**config.mk**
```make
export PLATFORM = sky130hd
export DESIGN_NAME = bounded_array_list_unit
export DESIGN_NICKNAME = d
export VERILOG_FILES = /design/src/hw/rtl/bal_pkg.sv /design/src/hw/rtl/bal_ctrl.sv /design/src/hw/rtl/bal_dp.sv /design/src/hw/rtl/bounded_array_list_unit.sv
export SDC_FILE = /design/constraint.sdc
export NUM_CORES = 2
export LEC_CHECK = 0
export ABC_CLOCK_PERIOD_IN_PS = 5800
export BUFFER_PORTS_ARGS = -buffer_cell sky130_fd_sc_hd__buf_2
export CAP_MARGIN = 20
export CORE_UTILIZATION = 57
export DETAILED_ROUTE_END_ITERATION = 16
export PLACE_DENSITY_LB_ADDON = 0.08
export SETUP_SLACK_MARGIN = 0.4
export SLEW_MARGIN = 10
export SYNTH_ARGS = -nofsm -noshare
export SYNTH_HDL_FRONTEND = slang
export SYNTH_HIERARCHICAL = 1
export SYNTH_SLANG_ARGS = --single-unit
```
**constraint.sdc**
```tcl
create_clock -name i_clk -period 5.8 [get_ports i_clk]
set_input_delay 0.58 -clock i_clk [delete_from_list [all_inputs] [get_ports i_clk]]
set_output_delay 0.58 -clock i_clk [all_outputs]
set_load 0.005 [all_outputs]
```
**src/hw/rtl/bal_pkg.sv**
```systemverilog
`default_nettype none

package bal_pkg;

    // store geometry
    localparam int DEPTH  = 64;
    localparam int ADDR_W = $clog2(DEPTH);
    localparam int CNT_W  = $clog2(DEPTH + 1);
    localparam int WORD_W = 32;

    typedef enum logic [1:0] {
        FN_APPEND = 2'd0,
        FN_READ   = 2'd1,
        FN_WRITE  = 2'd2,
        FN_REMOVE = 2'd3
    } t_func;

    typedef enum logic [1:0] {
        ST_OK   = 2'd0,
        ST_FULL = 2'd1,
        ST_OOB  = 2'd2
    } t_status;

    typedef enum logic [1:0] {
        S_IDLE  = 2'd0,
        S_READ  = 2'd1,
        S_SHIFT = 2'd2
    } t_state;

    // store read address source
    typedef enum logic [1:0] {
        RD_INDEX    = 2'd0,
        RD_INDEX_P1 = 2'd1,
        RD_PTR_P2   = 2'd2
    } t_rd_sel;

    // store write address/data source
    typedef enum logic [1:0] {
        WR_TAIL  = 2'd0,
        WR_INDEX = 2'd1,
        WR_PTR   = 2'd2
    } t_wr_sel;

    typedef struct packed {
        logic    mem_rd;
        t_rd_sel rd_sel;
        logic    mem_wr;
        t_wr_sel wr_sel;
        logic    cnt_inc;
        logic    cnt_dec;
        logic    ptr_load;
        logic    ptr_inc;
        logic    finish;
        t_status fin_status;
        logic    fin_rdata;
    } t_dp_cmd;

    typedef struct packed {
        logic full;
        logic oob;
        logic rm_tail;
        logic shift_last;
    } t_dp_sts;

endpackage

`default_nettype wire

```
**src/hw/rtl/bal_ctrl.sv**
```systemverilog
`default_nettype none

module bal_ctrl (
    input  logic             i_clk,
    input  logic             i_rst_n,
    input  logic             i_start,
    input  logic [1:0]       i_func,
    input  bal_pkg::t_dp_sts i_sts,
    output bal_pkg::t_dp_cmd o_cmd,
    output logic             o_busy
);

    bal_pkg::t_state r_state;
    bal_pkg::t_state n_state;

    always_ff @(posedge i_clk) begin
        if (!i_rst_n) begin
            r_state <= bal_pkg::S_IDLE;
        end else begin
            r_state <= n_state;
        end
    end

    assign o_busy = (r_state != bal_pkg::S_IDLE);

    always_comb begin
        n_state          = r_state;
        o_cmd.mem_rd     = 1'b0;
        o_cmd.rd_sel     = bal_pkg::RD_INDEX;
        o_cmd.mem_wr     = 1'b0;
        o_cmd.wr_sel     = bal_pkg::WR_TAIL;
        o_cmd.cnt_inc    = 1'b0;
        o_cmd.cnt_dec    = 1'b0;
        o_cmd.ptr_load   = 1'b0;
        o_cmd.ptr_inc    = 1'b0;
        o_cmd.finish     = 1'b0;
        o_cmd.fin_status = bal_pkg::ST_OK;
        o_cmd.fin_rdata  = 1'b0;
        unique case (r_state)
            bal_pkg::S_IDLE: begin
                if (i_start) begin
                    unique case (bal_pkg::t_func'(i_func))
                        bal_pkg::FN_APPEND: begin
                            o_cmd.finish = 1'b1;
                            if (i_sts.full) begin
                                o_cmd.fin_status = bal_pkg::ST_FULL;
                            end else begin
                                o_cmd.mem_wr  = 1'b1;
                                o_cmd.wr_sel  = bal_pkg::WR_TAIL;
                                o_cmd.cnt_inc = 1'b1;
                            end
                        end
                        bal_pkg::FN_READ: begin
                            if (i_sts.oob) begin
                                o_cmd.finish     = 1'b1;
                                o_cmd.fin_status = bal_pkg::ST_OOB;
                            end else begin
                                o_cmd.mem_rd = 1'b1;
                                o_cmd.rd_sel = bal_pkg::RD_INDEX;
                                n_state      = bal_pkg::S_READ;
                            end
                        end
                        bal_pkg::FN_WRITE: begin
                            o_cmd.finish = 1'b1;
                            if (i_sts.oob) begin
                                o_cmd.fin_status = bal_pkg::ST_OOB;
                            end else begin
                                o_cmd.mem_wr = 1'b1;
                                o_cmd.wr_sel = bal_pkg::WR_INDEX;
                            end
                        end
                        bal_pkg::FN_REMOVE: begin
                            if (i_sts.oob) begin
                                o_cmd.finish     = 1'b1;
                                o_cmd.fin_status = bal_pkg::ST_OOB;
                            end else if (i_sts.rm_tail) begin
                                o_cmd.finish  = 1'b1;
                                o_cmd.cnt_dec = 1'b1;
                            end else begin
                                o_cmd.mem_rd   = 1'b1;
                                o_cmd.rd_sel   = bal_pkg::RD_INDEX_P1;
                                o_cmd.ptr_load = 1'b1;
                                n_state        = bal_pkg::S_SHIFT;
                            end
                        end
                        default: begin
                            n_state = bal_pkg::S_IDLE;
                        end
                    endcase
                end
            end
            bal_pkg::S_READ: begin
                o_cmd.finish    = 1'b1;
                o_cmd.fin_rdata = 1'b1;
                n_state         = bal_pkg::S_IDLE;
            end
            bal_pkg::S_SHIFT: begin
                // move the fetched word down one place
                o_cmd.mem_wr  = 1'b1;
                o_cmd.wr_sel  = bal_pkg::WR_PTR;
                o_cmd.ptr_inc = 1'b1;
                if (i_sts.shift_last) begin
                    o_cmd.finish  = 1'b1;
                    o_cmd.cnt_dec = 1'b1;
                    n_state       = bal_pkg::S_IDLE;
                end else begin
                    o_cmd.mem_rd = 1'b1;
                    o_cmd.rd_sel = bal_pkg::RD_PTR_P2;
                end
            end
            default: begin
                n_state = bal_pkg::S_IDLE;
            end
        endcase
    end

endmodule

`default_nettype wire

```
**src/hw/rtl/bal_dp.sv**
```systemverilog
`default_nettype none

module bal_dp (
    input  logic                           i_clk,
    input  logic                           i_rst_n,
    input  bal_pkg::t_dp_cmd               i_cmd,
    output bal_pkg::t_dp_sts               o_sts,
    input  logic [bal_pkg::ADDR_W-1:0]     i_index,
    input  logic signed [bal_pkg::WORD_W-1:0] i_value,
    input  logic                           i_cfg_valid,
    input  logic [bal_pkg::CNT_W-1:0]      i_cfg_data,
    output logic                           o_cfg_ready,
    output logic                           o_done,
    output logic signed [bal_pkg::WORD_W-1:0] o_read_value,
    output logic [1:0]                     o_status,
    output logic [bal_pkg::CNT_W-1:0]      o_count
);

    localparam int AW = bal_pkg::ADDR_W;
    localparam int CW = bal_pkg::CNT_W;
    localparam int WW = bal_pkg::WORD_W;

    logic [WW-1:0] r_mem [bal_pkg::DEPTH];
    logic [WW-1:0] r_rdata;
    logic [CW-1:0] r_count;
    logic [CW-1:0] n_count;
    logic [CW-1:0] r_limit;
    logic [AW-1:0] r_ptr;
    logic          r_done;
    logic [WW-1:0] r_read_value;
    logic [1:0]    r_status;
    logic [CW-1:0] r_count_out;

    logic [CW-1:0] lim_eff;
    logic [AW-1:0] rd_addr;
    logic [AW-1:0] wr_addr;
    logic [WW-1:0] wr_data;

    assign o_cfg_ready = 1'b1;

    // limit in force never exceeds the store depth
    assign lim_eff = (r_limit > CW'(bal_pkg::DEPTH)) ? CW'(bal_pkg::DEPTH) : r_limit;

    assign o_sts.full       = (r_count >= lim_eff);
    assign o_sts.oob        = (CW'(i_index) >= r_count);
    assign o_sts.rm_tail    = ((CW'(i_index) + CW'(1)) >= r_count);
    assign o_sts.shift_last = ((CW'(r_ptr) + CW'(2)) >= r_count);

    always_comb begin
        unique case (i_cmd.rd_sel)
            bal_pkg::RD_INDEX:    rd_addr = i_index;
            bal_pkg::RD_INDEX_P1: rd_addr = i_index + AW'(1);
            bal_pkg::RD_PTR_P2:   rd_addr = r_ptr + AW'(2);
            default:              rd_addr = i_index;
        endcase
    end

    always_comb begin
        unique case (i_cmd.wr_sel)
            bal_pkg::WR_TAIL: begin
                wr_addr = r_count[AW-1:0];
                wr_data = i_value;
            end
            bal_pkg::WR_INDEX: begin
                wr_addr = i_index;
                wr_data = i_value;
            end
            bal_pkg::WR_PTR: begin
                wr_addr = r_ptr;
                wr_data = r_rdata;
            end
            default: begin
                wr_addr = i_index;
                wr_data = i_value;
            end
        endcase
    end

    always_comb begin
        n_count = r_count;
        if (i_cmd.cnt_inc) begin
            n_count = r_count + CW'(1);
        end else if (i_cmd.cnt_dec) begin
            n_count = r_count - CW'(1);
        end
    end

    // element store, one write and one registered read a cycle
    always_ff @(posedge i_clk) begin
        if (i_cmd.mem_wr) begin
            r_mem[wr_addr] <= wr_data;
        end
        if (i_cmd.mem_rd) begin
            r_rdata <= r_mem[rd_addr];
        end
    end

    always_ff @(posedge i_clk) begin
        if (!i_rst_n) begin
            r_count <= '0;
            r_limit <= CW'(bal_pkg::DEPTH);
            r_done  <= 1'b0;
        end else begin
            r_count <= n_count;
            r_done  <= i_cmd.finish;
            if (i_cfg_valid && o_cfg_ready) begin
                r_limit <= i_cfg_data;
            end
        end
    end

    always_ff @(posedge i_clk) begin
        if (i_cmd.ptr_load) begin
            r_ptr <= i_index;
        end else if (i_cmd.ptr_inc) begin
            r_ptr <= r_ptr + AW'(1);
        end
        if (i_cmd.finish) begin
            r_read_value <= i_cmd.fin_rdata ? r_rdata : '0;
            r_status     <= i_cmd.fin_status;
            r_count_out  <= n_count;
        end
    end

    assign o_done       = r_done;
    assign o_read_value = r_read_value;
    assign o_status     = r_status;
    assign o_count      = r_count_out;

endmodule

`default_nettype wire

```
**src/hw/rtl/bounded_array_list_unit.sv**
```systemverilog
`default_nettype none

// bounded list of signed 32-bit words with append, read, overwrite and
// shifting remove
// request channel: an item is taken at a clock edge with start high and
// busy low; i_func selects the operation, i_index the position, i_value
// the word to store
// result channel: o_done is high for exactly one cycle per request, with
// o_read_value, o_status and o_count valid in that cycle; the receiver
// cannot hold it off, so every beat must be taken when it shows
// config channel: i_cfg_valid/o_cfg_ready write i_cfg_data into the
// capacity limit; ready is always high, writes belong to idle periods
// fast path: append, overwrite and every failing request show o_done the
// cycle after acceptance while busy stays low, so these run one per cycle
// a read passes through S_READ, as the store read port is registered
// a remove at the tail only drops the count; one below it walks S_SHIFT:
// the single store write port moves one word a cycle through the gap
// reset clears the count, sets the limit to 64 and drops busy and o_done;
// store contents are undefined until written

module bounded_array_list_unit (
    input  logic               i_clk,
    input  logic               i_rst_n,
    input  logic               start,
    output logic               busy,
    input  logic [1:0]         i_func,
    input  logic [5:0]         i_index,
    input  logic signed [31:0] i_value,
    input  logic               i_cfg_valid,
    output logic               o_cfg_ready,
    input  logic [6:0]         i_cfg_data,
    output logic               o_done,
    output logic signed [31:0] o_read_value,
    output logic [1:0]         o_status,
    output logic [6:0]         o_count
);

    // command and status between sequencer and datapath
    bal_pkg::t_dp_cmd cmd;
    bal_pkg::t_dp_sts sts;

    bal_ctrl u_ctrl (
        .i_clk   (i_clk),
        .i_rst_n (i_rst_n),
        .i_start (start),
        .i_func  (i_func),
        .i_sts   (sts),
        .o_cmd   (cmd),
        .o_busy  (busy)
    );

    bal_dp u_dp (
        .i_clk        (i_clk),
        .i_rst_n      (i_rst_n),
        .i_cmd        (cmd),
        .o_sts        (sts),
        .i_index      (i_index),
        .i_value      (i_value),
        .i_cfg_valid  (i_cfg_valid),
        .i_cfg_data   (i_cfg_data),
        .o_cfg_ready  (o_cfg_ready),
        .o_done       (o_done),
        .o_read_value (o_read_value),
        .o_status     (o_status),
        .o_count      (o_count)
    );

    // the count never grows past the store depth
    a_count_bound: assert property (@(posedge i_clk) disable iff (!i_rst_n)
        o_done |-> (o_count <= 7'(bal_pkg::DEPTH)))
        else $error("count beyond store depth");

    // a failed request never returns data
    a_fail_zero: assert property (@(posedge i_clk) disable iff (!i_rst_n)
        (o_done && (o_status != bal_pkg::ST_OK)) |-> (o_read_value == '0))
        else $error("failed request returned data");

    // an append always finishes in the cycle it is taken
    a_append_one: assert property (@(posedge i_clk) disable iff (!i_rst_n)
        (start && !busy && (i_func == bal_pkg::FN_APPEND)) |=> (o_done && !busy))
        else $error("append did not finish in one cycle");

    // a result beat only shows once the sequencer is back in idle
    a_no_done_while_busy: assert property (@(posedge i_clk) disable iff (!i_rst_n)
        busy |-> !o_done)
        else $error("result beat while busy");

endmodule

`default_nettype wire
```
==> impl_results.md <==
- Status: finished clean
- Endpoint type of the worst setup path: flip-flop
- Cell taking the most area after synthesis: edfxtp_1
- Max H-tree Level: 4
- Fraction of layout cells with a size suffix above 1: between 20% and 30%
- Routed via count: 61734
- Drt first-iter violations: a little under 10000
- Die ar.: around 0.16 sq mm
- Hpwl dp: between 150 and 200 mm
- Drt first pass iters: 8
- GRT Overall Usage: ~36%
- Top_reg_cell synth: edfxtp_1
- CTS Buffer Depth: 3
- Avg WL per Cell: 33.1 microns
- Pins Over Slew Limit: 0
- Minimum clock period: around 5.3 ns
- Mapped Area: approximately 0.09 sq mm
- Nets: between 6000 and 7000
- Max-slew headroom: between 10% and 20%
- Setup crit start kind: flip-flop
- Initial Util: between 50% and 60%
- Synth unique cells: a little under 90
- CTS tree: yes
- Synth area leaders: edfxtp_1 71%, mux2i_1 3.7%, o221ai_1 2.0%
- MaxCap Viol Count: 0
- P_leak: roughly 36 nW
- RSZ-0062 raised after global routing: yes
- DR DRC count: 0
- Area share of the largest cell type after synthesis: a little under three quarters
- Yosys Warn Count: 6
- Die width: about 400 microns
- Post-Route WL: around 300 mm
- Number of flops mapped to enable cells by yosys: 2127
- Via/cell ratio: 6.94
- Worst-path maximum fanout: 11
- Antenna Nets Post-Route: 0
- Final Hold Viols: 0
- Clock latency on the worst-skew pair: about 0.88 ns
- Final Setup Violations: 0
- Peak VDD IR: around 0.00033 V
- Power Density: approximately 310 mW/mm^2
- Fmax: 189 MHz
- Remaining Overflow, GRT: 0
- Slew @ Worst Pin: between 1 and 1.5 ns
- Global-route wire length before repair: 408 mm
- Clk sinks: about 2100
- Core area: roughly 0.16 sq mm
- Setup TNS: 0 ns
- Initial antenna violation count: 20
- Asr flop ratio synth: 0%
- Final hold slack: slightly below 0.08 ns
- Vias in the first global route: 57661
- IO buf count: 93
- CTS clk-pin slew, worst paths: about 0.060 ns
- Largest net degree at the start of global routing: 85
- Mapped Nets: slightly above 6000
- Critical path required time: approximately 6.4 ns
- Die height: between 300 and 400 microns
- Count leader, synth: edfxtp_1
- Skew final: 0.0655 ns
- Post-synth top cells: 2127 x edfxtp_1, 400 x nor2_1, 360 x o21ai_0, 359 x nand2_1, 336 x mux2i_1
- Std-Cell Rows: between 100 and 150
- Crit path DAT: about 5.9 ns
- Gate Count Post-Synth: around 6000
- Sequential-to-total area share from yosys stat: a little under three quarters
- Hold WC Path Type: input pin to flip-flop
- Yosys reg bits: 2144
- Syn avg cell area: approximately 15 sq um
- Fin crit share: 91.3%
- TritonCTS Buffers: ~210
- Final Wtd Congestion: about 0.96
- Syn-to-layout area delta: 19.4%
- CTS root buf: clkbuf_16
- Io pins: 95
- Crit Path Class: flip-flop to flip-flop
per-stage QoR:
step / utilization [%] / setup WS, ns / total power, mW / instance area [sq um] / std cells
2_1_floorplan: - / 0.460 / 19.0 / 90200 / 6008
3_3_place_gp: 62.8 / -0.743 / 20.3 / 98400 / 8399
3_5_place_dp: 62.8 / -0.706 / 20.4 / 98400 / 8399
4_1_cts: 67.5 / 0.343 / 33.6 / 106000 / 8817
5_1_grt: 68.8 / 0.353 / 34.6 / 108000 / 8882
6_report: 68.8 / 0.505 / 33.9 / 108000 / 8890
critical path, cell delays in order, from the launching register on:
cell and delay [ns]:
dfxtp_2 0.33, ha_1 0.28, nand2b_1 0.14, a21o_1 0.17
a21o_1 0.17, a21o_1 0.17, a21o_1 0.18, a21oi_2 0.12
nor2_1 0.06, nand2b_4 0.16, nor4b_4 0.32, inv_2 0.08
ha_4 0.29, and3b_2 0.23, nor3_4 0.23, buf_12 0.18
buf_16 0.17, buf_16 0.16, mux2_2 0.37, a2111oi_2 0.36
buf_4 0.17, a211oi_2 0.04, buf_4 0.15, a31oi_2 0.21
buf_4 0.20, nand3_1 0.08
cells by family after synthesis:
kind of cell    share of synthesized area (%)
flops                                    71.2
compound gates                           14.6
simple gates                             5.67
buf+inv                                  2.76
mux                                      5.14
fa+ha+maj                               0.472
xor+xnor                                0.155
other cells                           0.00416
layer usage:
layer,up-vias,part of all wire [%],global-route usage (%)
met5,-,0.10,0.847
met4,16,4.3,15.3
met3,597,14,10.6
met2,4169,43,50.7
met1,31221,39,51.1
li1,25731,-,-
registers in the layout (all words and copies together) (netlist names):
| signal | count |
|---|---|
| u_dp/r_mem | 2048 |
| u_dp/o_read_value | 32 |
| u_dp/r_rdata | 32 |
| u_dp/o_count | 7 |
| u_dp/r_count | 7 |
| u_dp/r_limit | 7 |
| u_dp/r_ptr | 6 |
| u_ctrl/r_state | 2 |
| u_dp/o_status | 2 |
| u_dp/o_done | 1 |
cells in the final DEF, fill, tap and decap left out, types with 53 or more instances in the layout:
cell type,netlist,routed
edfxtp_1,2127,2127
buf_4,49,638
nand2_1,359,355
o21ai_0,360,344
mux2i_1,336,336
nor2_1,400,335
clkbuf_16,0,236
o22ai_1,231,231
o221ai_1,208,207
a211oi_1,160,145
o211ai_1,111,111
a221oi_1,121,110
nand3_1,108,108
mux2_2,113,106
buf_12,0,100
buf_2,142,92
a21o_1,75,73
nor2_4,1,66
o32a_1,57,57
clkbuf_1,271,54
clkinv_1,0,53
timing repair:
item	in CTS	in global routing
pin swaps	9	47
cloned	1	22
endpoints found under the setup margin	32	32
hold endpoints to repair	7	0
hold buffers	7	0
resized for setup	75	202
buffers inserted	6	41
report_power, final:
| part | leakage [nW] | internal, mW | switching [mW] |
|---|---|---|---|
| combinational | 13.5 | 1.18 | 2.04 |
| sequential | 19.3 | 17.2 | 0.0547 |
| clock | 3.33 | 7.39 | 6.03 |
path summary, 6_finish.rpt:
| check | startpoint | to | slack, ns | cells after the start |
|---|---|---|---|---|
| hold reg to reg | u_dp/r_limit[5] | u_dp/r_limit[5] | 0.54 | 2 |
| hold / removal | i_func[1] | u_ctrl/r_state[0] | 0.08 | 2 |
| setup / recovery | u_dp/r_count[0] | u_dp/r_rdata[7] | 0.50 | 25 |
| setup reg to reg | u_dp/r_count[0] | u_dp/r_rdata[7] | 0.50 | 25 |
layout make-up:
class,instances,area [sq um]
clock inverter,136,1280
clock buffer,268,5560
fill,10597,48900
timing repair buffer,916,8840
tap,2058,2570
multi-input combinational,3333,25100
antenna,8,20.0
inverter,27,104
sequential,2144,64200
No activity file was read; power rests on OpenSTA's default activity.
